File: config.mk
export PLATFORM = sky130hd
export DESIGN_NAME = websocket_frame_encoder
export DESIGN_NICKNAME = d
export VERILOG_FILES = /design/src/rtl/wsfe_pkg.sv /design/src/rtl/wsfe_front.sv /design/src/rtl/wsfe_queue.sv /design/src/rtl/wsfe_back.sv /design/src/rtl/websocket_frame_encoder.sv
export SDC_FILE = /design/constraint.sdc
export NUM_CORES = 1
export LEC_CHECK = 0
export BUFFER_PORTS_ARGS = -buffer_cell sky130_fd_sc_hd__buf_2
export CORE_ASPECT_RATIO = 1.2
export CORE_MARGIN = 5
export CORE_UTILIZATION = 53
export DETAILED_ROUTE_END_ITERATION = 8
export PLACE_DENSITY = 0.73
export SYNTH_ARGS = -nofsm -noshare
export SYNTH_HDL_FRONTEND = slang
export SYNTH_HIERARCHICAL = 1
export SYNTH_SLANG_ARGS = --single-unit
File: constraint.sdc
create_clock -name clk_i -period 3.7 [get_ports clk_i]
set_input_delay 0.185 -clock clk_i [delete_from_list [all_inputs] [get_ports clk_i]]
set_output_delay 0.185 -clock clk_i [all_outputs]
set_load 0.02 [all_outputs]
File: src/rtl/wsfe_pkg.sv
// Package for the WebSocket frame encoder: queue entry type, item kinds and
// framing constants. No dependencies; imported by every module of the block.
`timescale 1ns / 1ps
`default_nettype none

package wsfe_pkg;

  // Depth of the queue between front and back. Must be a power of two.
  localparam int unsigned QUEUE_DEPTH = 4;
  localparam int unsigned QPTR_W      = $clog2(QUEUE_DEPTH);
  localparam int unsigned QCNT_W      = $clog2(QUEUE_DEPTH + 1);

  localparam int unsigned LEN_W  = 63;
  localparam int unsigned KEY_W  = 32;
  localparam int unsigned IDX_W  = 4;

  localparam logic [LEN_W-1:0] LEN_SHORT_MAX = LEN_W'(125);
  localparam logic [LEN_W-1:0] LEN_MED_MAX   = LEN_W'(65535);

  localparam logic [6:0] LEN_CODE_16 = 7'd126;
  localparam logic [6:0] LEN_CODE_64 = 7'd127;
  localparam logic       MASK_BIT    = 1'b1;

  // Byte index of the first key byte and of the last length byte per header kind.
  localparam logic [IDX_W-1:0] KEY_START_SHORT = IDX_W'(2);
  localparam logic [IDX_W-1:0] KEY_START_MED   = IDX_W'(4);
  localparam logic [IDX_W-1:0] KEY_START_LONG  = IDX_W'(10);
  localparam logic [IDX_W-1:0] LEN_LAST_MED    = IDX_W'(3);
  localparam logic [IDX_W-1:0] LEN_LAST_LONG   = IDX_W'(9);
  localparam logic [IDX_W-1:0] IDX_FIRST       = IDX_W'(0);
  localparam logic [IDX_W-1:0] IDX_LEN_CODE    = IDX_W'(1);
  localparam logic [IDX_W-1:0] KEY_LAST_OFS    = IDX_W'(3);

  localparam logic OP_HEADER  = 1'b0;
  localparam logic OP_PAYLOAD = 1'b1;

  typedef enum logic [1:0] {
    KIND_SHORT = 2'd0,
    KIND_MED   = 2'd1,
    KIND_LONG  = 2'd2,
    KIND_DATA  = 2'd3
  } kind_e;

  // One queued item: its kind, its first byte (FIN/opcode or data) and the length.
  typedef struct packed {
    kind_e            kind;
    logic [7:0]       first;
    logic [LEN_W-1:0] len;
  } cmd_t;

endpackage

`default_nettype wire

File: src/rtl/wsfe_front.sv
// Front end of the frame encoder: accepts input items and classifies them
// into queue entries. Depends on wsfe_pkg.
`timescale 1ns / 1ps
`default_nettype none

module wsfe_front
  import wsfe_pkg::*;
(
  input  wire logic             in_valid_i,
  output logic                  in_stall_o,
  input  wire logic             op_i,
  input  wire logic             fin_i,
  input  wire logic [3:0]       frame_opcode_i,
  input  wire logic [LEN_W-1:0] payload_length_i,
  input  wire logic [7:0]       data_byte_i,
  input  wire logic             full_i,
  output logic                  push_o,
  output cmd_t                  cmd_o
);

  assign in_stall_o = full_i;
  assign push_o     = in_valid_i && !full_i;

  always_comb begin
    cmd_o.len = payload_length_i;
    if (op_i == OP_PAYLOAD) begin
      cmd_o.kind  = KIND_DATA;
      cmd_o.first = data_byte_i;
    end else begin
      cmd_o.first = {fin_i, 3'b000, frame_opcode_i};
      if (payload_length_i <= LEN_SHORT_MAX) begin
        cmd_o.kind = KIND_SHORT;
      end else if (payload_length_i <= LEN_MED_MAX) begin
        cmd_o.kind = KIND_MED;
      end else begin
        cmd_o.kind = KIND_LONG;
      end
    end
  end

endmodule

`default_nettype wire

File: src/rtl/wsfe_queue.sv
// Short queue of classified items between front and back of the encoder.
// Depends on wsfe_pkg.
`timescale 1ns / 1ps
`default_nettype none

module wsfe_queue
  import wsfe_pkg::*;
(
  input  wire logic clk_i,
  input  wire logic rst_ni,
  input  wire logic push_i,
  input  cmd_t      push_cmd_i,
  output logic      full_o,
  input  wire logic pop_i,
  output logic      head_valid_o,
  output cmd_t      head_o
);

  cmd_t              mem_q [QUEUE_DEPTH];
  logic [QPTR_W-1:0] wr_ptr_q, wr_ptr_d;
  logic [QPTR_W-1:0] rd_ptr_q, rd_ptr_d;
  logic [QCNT_W-1:0] count_q, count_d;

  assign full_o       = (count_q == QCNT_W'(QUEUE_DEPTH));
  assign head_valid_o = (count_q != '0);
  assign head_o       = mem_q[rd_ptr_q];

  always_comb begin
    wr_ptr_d = push_i ? wr_ptr_q + 1'b1 : wr_ptr_q;
    rd_ptr_d = pop_i  ? rd_ptr_q + 1'b1 : rd_ptr_q;
    count_d  = count_q;
    if (push_i && !pop_i) begin
      count_d = count_q + 1'b1;
    end else if (pop_i && !push_i) begin
      count_d = count_q - 1'b1;
    end
  end

  always_ff @(posedge clk_i or negedge rst_ni) begin
    if (!rst_ni) begin
      wr_ptr_q <= '0;
      rd_ptr_q <= '0;
      count_q  <= '0;
    end else begin
      wr_ptr_q <= wr_ptr_d;
      rd_ptr_q <= rd_ptr_d;
      count_q  <= count_d;
    end
  end

  always_ff @(posedge clk_i) begin
    if (push_i) begin
      mem_q[wr_ptr_q] <= push_cmd_i;
    end
  end

endmodule

`default_nettype wire

File: src/rtl/wsfe_back.sv
// Back end of the encoder: walks the head queue entry byte by byte, applies
// the mask key and drives the output register. Depends on wsfe_pkg.
`timescale 1ns / 1ps
`default_nettype none

module wsfe_back
  import wsfe_pkg::*;
(
  input  wire logic             clk_i,
  input  wire logic             rst_ni,
  input  wire logic             cfg_valid_i,
  input  wire logic [KEY_W-1:0] cfg_mask_key_i,
  input  wire logic             head_valid_i,
  input  cmd_t                  head_i,
  output logic                  pop_o,
  output logic                  out_valid_o,
  input  wire logic             out_stall_i,
  output logic [7:0]            out_byte_o,
  output logic                  last_of_run_o
);

  logic [KEY_W-1:0] mask_key_q;
  logic [1:0]       mask_pos_q, mask_pos_d;
  logic [IDX_W-1:0] idx_q, idx_d;
  logic             out_valid_q, out_valid_d;
  logic [7:0]       out_byte_q;
  logic             out_last_q;

  logic             load;
  logic [7:0]       byte_c;
  logic             last_c;
  logic [IDX_W-1:0] key_start;
  logic [IDX_W-1:0] len_last;
  logic [IDX_W-1:0] key_ofs;
  logic [IDX_W-1:0] len_sel;
  logic [1:0]       key_sel;
  logic [7:0]       key_byte;
  logic [7:0]       len_byte;
  logic [6:0]       len_code;
  logic [LEN_W:0]   len_ext;

  // Key byte 0 is the most significant byte, as it goes out on the wire.
  always_comb begin
    case (key_sel)
      2'd0:    key_byte = mask_key_q[31:24];
      2'd1:    key_byte = mask_key_q[23:16];
      2'd2:    key_byte = mask_key_q[15:8];
      default: key_byte = mask_key_q[7:0];
    endcase
  end

  always_comb begin
    len_ext = {1'b0, head_i.len};
    case (len_sel[2:0])
      3'd0:    len_byte = len_ext[7:0];
      3'd1:    len_byte = len_ext[15:8];
      3'd2:    len_byte = len_ext[23:16];
      3'd3:    len_byte = len_ext[31:24];
      3'd4:    len_byte = len_ext[39:32];
      3'd5:    len_byte = len_ext[47:40];
      3'd6:    len_byte = len_ext[55:48];
      default: len_byte = len_ext[63:56];
    endcase
  end

  always_comb begin
    case (head_i.kind)
      KIND_SHORT: begin
        key_start = KEY_START_SHORT;
        len_last  = LEN_LAST_MED;
        len_code  = head_i.len[6:0];
      end
      KIND_MED: begin
        key_start = KEY_START_MED;
        len_last  = LEN_LAST_MED;
        len_code  = LEN_CODE_16;
      end
      default: begin
        key_start = KEY_START_LONG;
        len_last  = LEN_LAST_LONG;
        len_code  = LEN_CODE_64;
      end
    endcase
    key_ofs = idx_q - key_start;
    len_sel = len_last - idx_q;

    if (head_i.kind == KIND_DATA) begin
      key_sel = mask_pos_q;
      byte_c  = head_i.first ^ key_byte;
      last_c  = 1'b1;
    end else begin
      key_sel = key_ofs[1:0];
      last_c  = (idx_q == key_start + KEY_LAST_OFS);
      if (idx_q == IDX_FIRST) begin
        byte_c = head_i.first;
      end else if (idx_q == IDX_LEN_CODE) begin
        byte_c = {MASK_BIT, len_code};
      end else if (idx_q < key_start) begin
        byte_c = len_byte;
      end else begin
        byte_c = key_byte;
      end
    end
  end

  // The output register loads whenever an entry waits and it is empty or draining.
  assign load  = head_valid_i && (!out_valid_q || !out_stall_i);
  assign pop_o = load && last_c;

  always_comb begin
    idx_d      = idx_q;
    mask_pos_d = mask_pos_q;
    if (load) begin
      idx_d = last_c ? '0 : idx_q + 1'b1;
    end
    if (pop_o) begin
      mask_pos_d = (head_i.kind == KIND_DATA) ? mask_pos_q + 1'b1 : 2'd0;
    end
    if (load) begin
      out_valid_d = 1'b1;
    end else if (!out_stall_i) begin
      out_valid_d = 1'b0;
    end else begin
      out_valid_d = out_valid_q;
    end
  end

  always_ff @(posedge clk_i or negedge rst_ni) begin
    if (!rst_ni) begin
      mask_key_q  <= '0;
      mask_pos_q  <= '0;
      idx_q       <= '0;
      out_valid_q <= 1'b0;
    end else begin
      if (cfg_valid_i) begin
        mask_key_q <= cfg_mask_key_i;
      end
      mask_pos_q  <= mask_pos_d;
      idx_q       <= idx_d;
      out_valid_q <= out_valid_d;
    end
  end

  always_ff @(posedge clk_i) begin
    if (load) begin
      out_byte_q <= byte_c;
      out_last_q <= last_c;
    end
  end

  assign out_valid_o   = out_valid_q;
  assign out_byte_o    = out_byte_q;
  assign last_of_run_o = out_last_q;

endmodule

`default_nettype wire

File: src/rtl/websocket_frame_encoder.sv
// Top level of the client-side WebSocket frame encoder: front end, item queue
// and masking back end. Depends on wsfe_pkg, wsfe_front, wsfe_queue, wsfe_back.
`timescale 1ns / 1ps
`default_nettype none

// Serializes client frames: a header item (op 0) produces 6, 8 or 14 bytes
// (short, 16-bit or 64-bit length form), ending with the four mask-key bytes,
// and restarts the mask position; a payload item (op 1) produces one masked
// byte. A single output register gives one byte (one payload item) per cycle
// while out_stall_i is low; a header item holds it until all its bytes are out.
// A four-entry queue holds classified items so input can still be accepted
// while the output works through a header or is stalled. The mask key is taken
// on any cycle with cfg_valid_i high (cfg_ready_o is always high) and must only
// be written while the block is idle.
module websocket_frame_encoder
  import wsfe_pkg::*;
(
  input  wire logic             clk_i,
  input  wire logic             rst_ni,
  input  wire logic             cfg_valid_i,
  output logic                  cfg_ready_o,
  input  wire logic [KEY_W-1:0] cfg_mask_key_i,
  input  wire logic             in_valid_i,
  output logic                  in_stall_o,
  input  wire logic             op_i,
  input  wire logic             fin_i,
  input  wire logic [3:0]       frame_opcode_i,
  input  wire logic [LEN_W-1:0] payload_length_i,
  input  wire logic [7:0]       data_byte_i,
  output logic                  out_valid_o,
  input  wire logic             out_stall_i,
  output logic [7:0]            out_byte_o,
  output logic                  last_of_run_o
);

  logic push;
  logic full;
  logic pop;
  logic head_valid;
  cmd_t push_cmd;
  cmd_t head;

  assign cfg_ready_o = 1'b1;

  wsfe_front u_front (
    .in_valid_i       (in_valid_i),
    .in_stall_o       (in_stall_o),
    .op_i             (op_i),
    .fin_i            (fin_i),
    .frame_opcode_i   (frame_opcode_i),
    .payload_length_i (payload_length_i),
    .data_byte_i      (data_byte_i),
    .full_i           (full),
    .push_o           (push),
    .cmd_o            (push_cmd)
  );

  wsfe_queue u_queue (
    .clk_i        (clk_i),
    .rst_ni       (rst_ni),
    .push_i       (push),
    .push_cmd_i   (push_cmd),
    .full_o       (full),
    .pop_i        (pop),
    .head_valid_o (head_valid),
    .head_o       (head)
  );

  wsfe_back u_back (
    .clk_i          (clk_i),
    .rst_ni         (rst_ni),
    .cfg_valid_i    (cfg_valid_i && cfg_ready_o),
    .cfg_mask_key_i (cfg_mask_key_i),
    .head_valid_i   (head_valid),
    .head_i         (head),
    .pop_o          (pop),
    .out_valid_o    (out_valid_o),
    .out_stall_i    (out_stall_i),
    .out_byte_o     (out_byte_o),
    .last_of_run_o  (last_of_run_o)
  );

endmodule

`default_nettype wire

==> results by group <==
Outcome
  • Outcome: finished clean

Synth
  • Synth warnings: 6
  • Ys async rst share: 13.3%
  • Post-synthesis sequential area ratio: between 60% and 70%
  • Dominant synthesized flop cell: edfxtp_1
  • Area leader, netlist: edfxtp_1
  • Syn_nets: between 900 and 1000
  • Mean Syn Cell Area: roughly 18 µm²
  • Synthesized flop and latch total: 347
  • Synthesized area: around 15000 µm²
  • Synth top area share: roughly three fifths
  • Cells after Synth: 850
  • Synth top area cells: edfxtp_1 (60%), mux4_2 (11%), dfrtp_1 (7.6%), buf_4 (3.4%), mux2_2 (3.3%)
  • Cell variety after synth: 64
  • Post-synth EDFFs: between 300 and 400

Global route
  • Initial antenna violation count: 2
  • Vias in the first global route: between 8000 and 9000
  • Total gr overflow: 0
  • GRT Total Usage: 21.3%
  • Largest net degree at the start of global routing: 74
  • Global-route wire length before repair: between 50000 and 60000 µm

Clocking
  • Post-CTS sizing: 0
  • Clock-pin slew on the worst setup and hold paths: approximately 60 ps
  • H-tree Lvls: 2
  • CTS Hold Buffers Added: a little under 100
  • TritonCTS buffer count: 35
  • Clock Latency Late Sink: 510 ps
  • Root Buffer: clkbuf_16
  • Post-CTS Setup Inserts: 0
  • CTS max path bufs: 3
  • CTS tree: yes
  • # clock sinks: 347

STA
  • Period utilization: approximately 93%
  • Max Clock Skew: between 10 and 15 ps
  • Final Max Slew Viols: 0
  • F_max: 291 MHz
  • Worst Tran Pin Value: around 1100 ps
  • Setup TNS: 0 ps
  • RSZ-0062 raised after global routing: no
  • Final setup viols: 0
  • Post-layout minimum cycle time: roughly 3400 ps
  • Hold Vio Cnt, Final: 0
  • Rel. slew slack: around 30%
  • Final setup margin: approximately 260 ps
  • WHS: around 33 ps

Job
  • Max Cap Viol: 0

Floorplan
  • Total die area: 32000 µm²
  • Core area: approximately 28000 µm²
  • Top Ports: roughly 130
  • Die X: approximately 160 µm
  • Starting Density: 53.9%
  • Die height: roughly 190 µm
  • Num rows: 67

Final layout
  • Most common cell after layout, fill and taps aside: edfxtp_1
  • Most frequent cells in the layout: edfxtp_1 (301), buf_2 (124), dlygate4sd3_1 (97)
  • Post-route cell area: around 18000 µm²
  • Post-Route Utilization: approximately 64%
  • Layout Nets: 1155
  • Layout Cells excl Fill: roughly 1400
  • Ratio of cells with drive above 1 in the final layout: approximately 32%
  • Filler cells: 1947
  • Area grow syn2layout: 18.5%

Placement
  • Gpl congestion: 0.871
  • Number of cells after detailed placement: 1271
  • Placed wire-length estimate: 21300 µm
  • Dpl ws: between 200 and 300 ps
  • Port Buffer Count: around 120
  • Placed cell area: between 15000 and 20000 µm²

Worst setup path
  • Worst reg-to-reg setup slack: approximately 260 ps
  • Top Family by Delay on Critical Path: multiplexers
  • Critical Path AT: approximately 3700 ps
  • CP required: ~4000 ps
  • Worst setup EP type: flop
  • Worst setup path class: reg -> reg
  • CP bufs+invs: 2
  • Worst-path fanout max: 11
  • Startpoint Class: flop
  • Slowest CP cell: mux4_1
  • CP peak stage delay: 590 ps
  • Critical path, cell by cell: mux4_2 -> nand2b_1 -> ha_1 -> inv_1 -> mux2i_4 -> buf_4 -> mux4_1 -> o22ai_1 -> a211oi_1

Drt
  • Post-route ant nets: 0
  • Starting DRT DRC Count: 678
  • Drt drc: 0
  • Drt total wl: 33600 µm
  • Avg WL per Cell: approximately 23 µm
  • Pre-Repair DR Iteration Count: 5
  • Via count: slightly above 8000
  • Vias per cell: 5.75

Pwr
  • VDD IR max: around 0.00047 V
  • P per Cell Area: around 840 nW/µm²
  • Design Power: about 15 mW
  • LEAKAGE: 6.32 nW

Hold path
  • Worst hold path type: in -> reg
worst paths after layout:
kind,start,end,cells after the start
max in group asynchronous,rst_ni,u_queue/rd_ptr_q[0],2
max reg2reg,u_queue/rd_ptr_q[0],u_back/out_byte_o[7],9
min reg2reg,u_queue/count_q[2],u_queue/count_q[2],1
min,frame_opcode_i[3],u_queue/mem_q[1][66],2
max,u_queue/rd_ptr_q[0],u_back/out_byte_o[7],9
min in group asynchronous,rst_ni,u_back/mask_key_q[28],2
registers in the layout, summed over array words and instances (netlist names):
name                  flops
u_back/out_valid_o        1
u_queue/mem_q           292
u_queue/count_q           3
u_back/idx_q              4
u_back/out_byte_o         8
u_queue/wr_ptr_q          2
u_back/last_of_run_o      1
u_back/mask_key_q        32
u_queue/rd_ptr_q          2
u_back/mask_pos_q         2
worst register-to-register path, stage by stage, from the launching register on:
cell      delay [ps]
dfrtp_4          450
mux4_2           560
nand2b_1         230
ha_1             350
inv_1             80
mux2i_4          360
buf_4            290
mux4_1           590
o22ai_1          170
a211oi_1         100
metal layers:
layer | track usage, % | part of all wire (%)
met4 | 7.18 | 3.0
met2 | 36.0 | 52
met3 | 3.39 | 5.9
met1 | 28.5 | 39
met5 | 0 | 0
cells by family after synthesis:
family                     count (synthesis)  share of synthesized area, %
and+or+nand+nor                          119                          4.11
xor gates and xnor gates                  15                         0.921
buffers and inverters                    120                          5.15
muxes                                    143                          16.9
adders and majority gates                 15                          1.29
other                                      1                        0.0249
AOI/OAI and AO/OA                         90                          4.08
DFF                                      347                          67.5
synth_stat cells (9+ instances only):
library cell	count
mux4_2	76
dfrtp_1	46
o21ai_0	23
nor4_1	11
nor2b_1	9
mux2i_1	16
mux2_2	44
inv_1	13
buf_4	69
nor2_1	10
clkbuf_1	13
ha_1	14
buf_2	12
and2_1	9
edfxtp_1	301
nand2_1	38
xnor2_1	9
a21oi_1	12
cell type report:
type / count / area (µm²) / area share, %
Multi-Input combinational cell: 383 / 4150 / 23.2
Antenna cell: 2 / 5.00 / 0.0280
Sequential cell: 347 / 10200 / 57.0
Timing Repair Buffer: 245 / 1850 / 10.3
Clock buffer: 42 / 923 / 5.16
Inverter: 14 / 52.6 / 0.294
Tap cell: 379 / 474 / 2.65
Clock inverter: 20 / 234 / 1.31
power breakdown:
part	leakage, nW	switching (mW)	internal [mW]
Sequential	3.30	0.298	5.20
Clock	0.563	1.42	2.13
Combinational	2.45	3.37	2.59
Power figures use the tool's default switching activity.
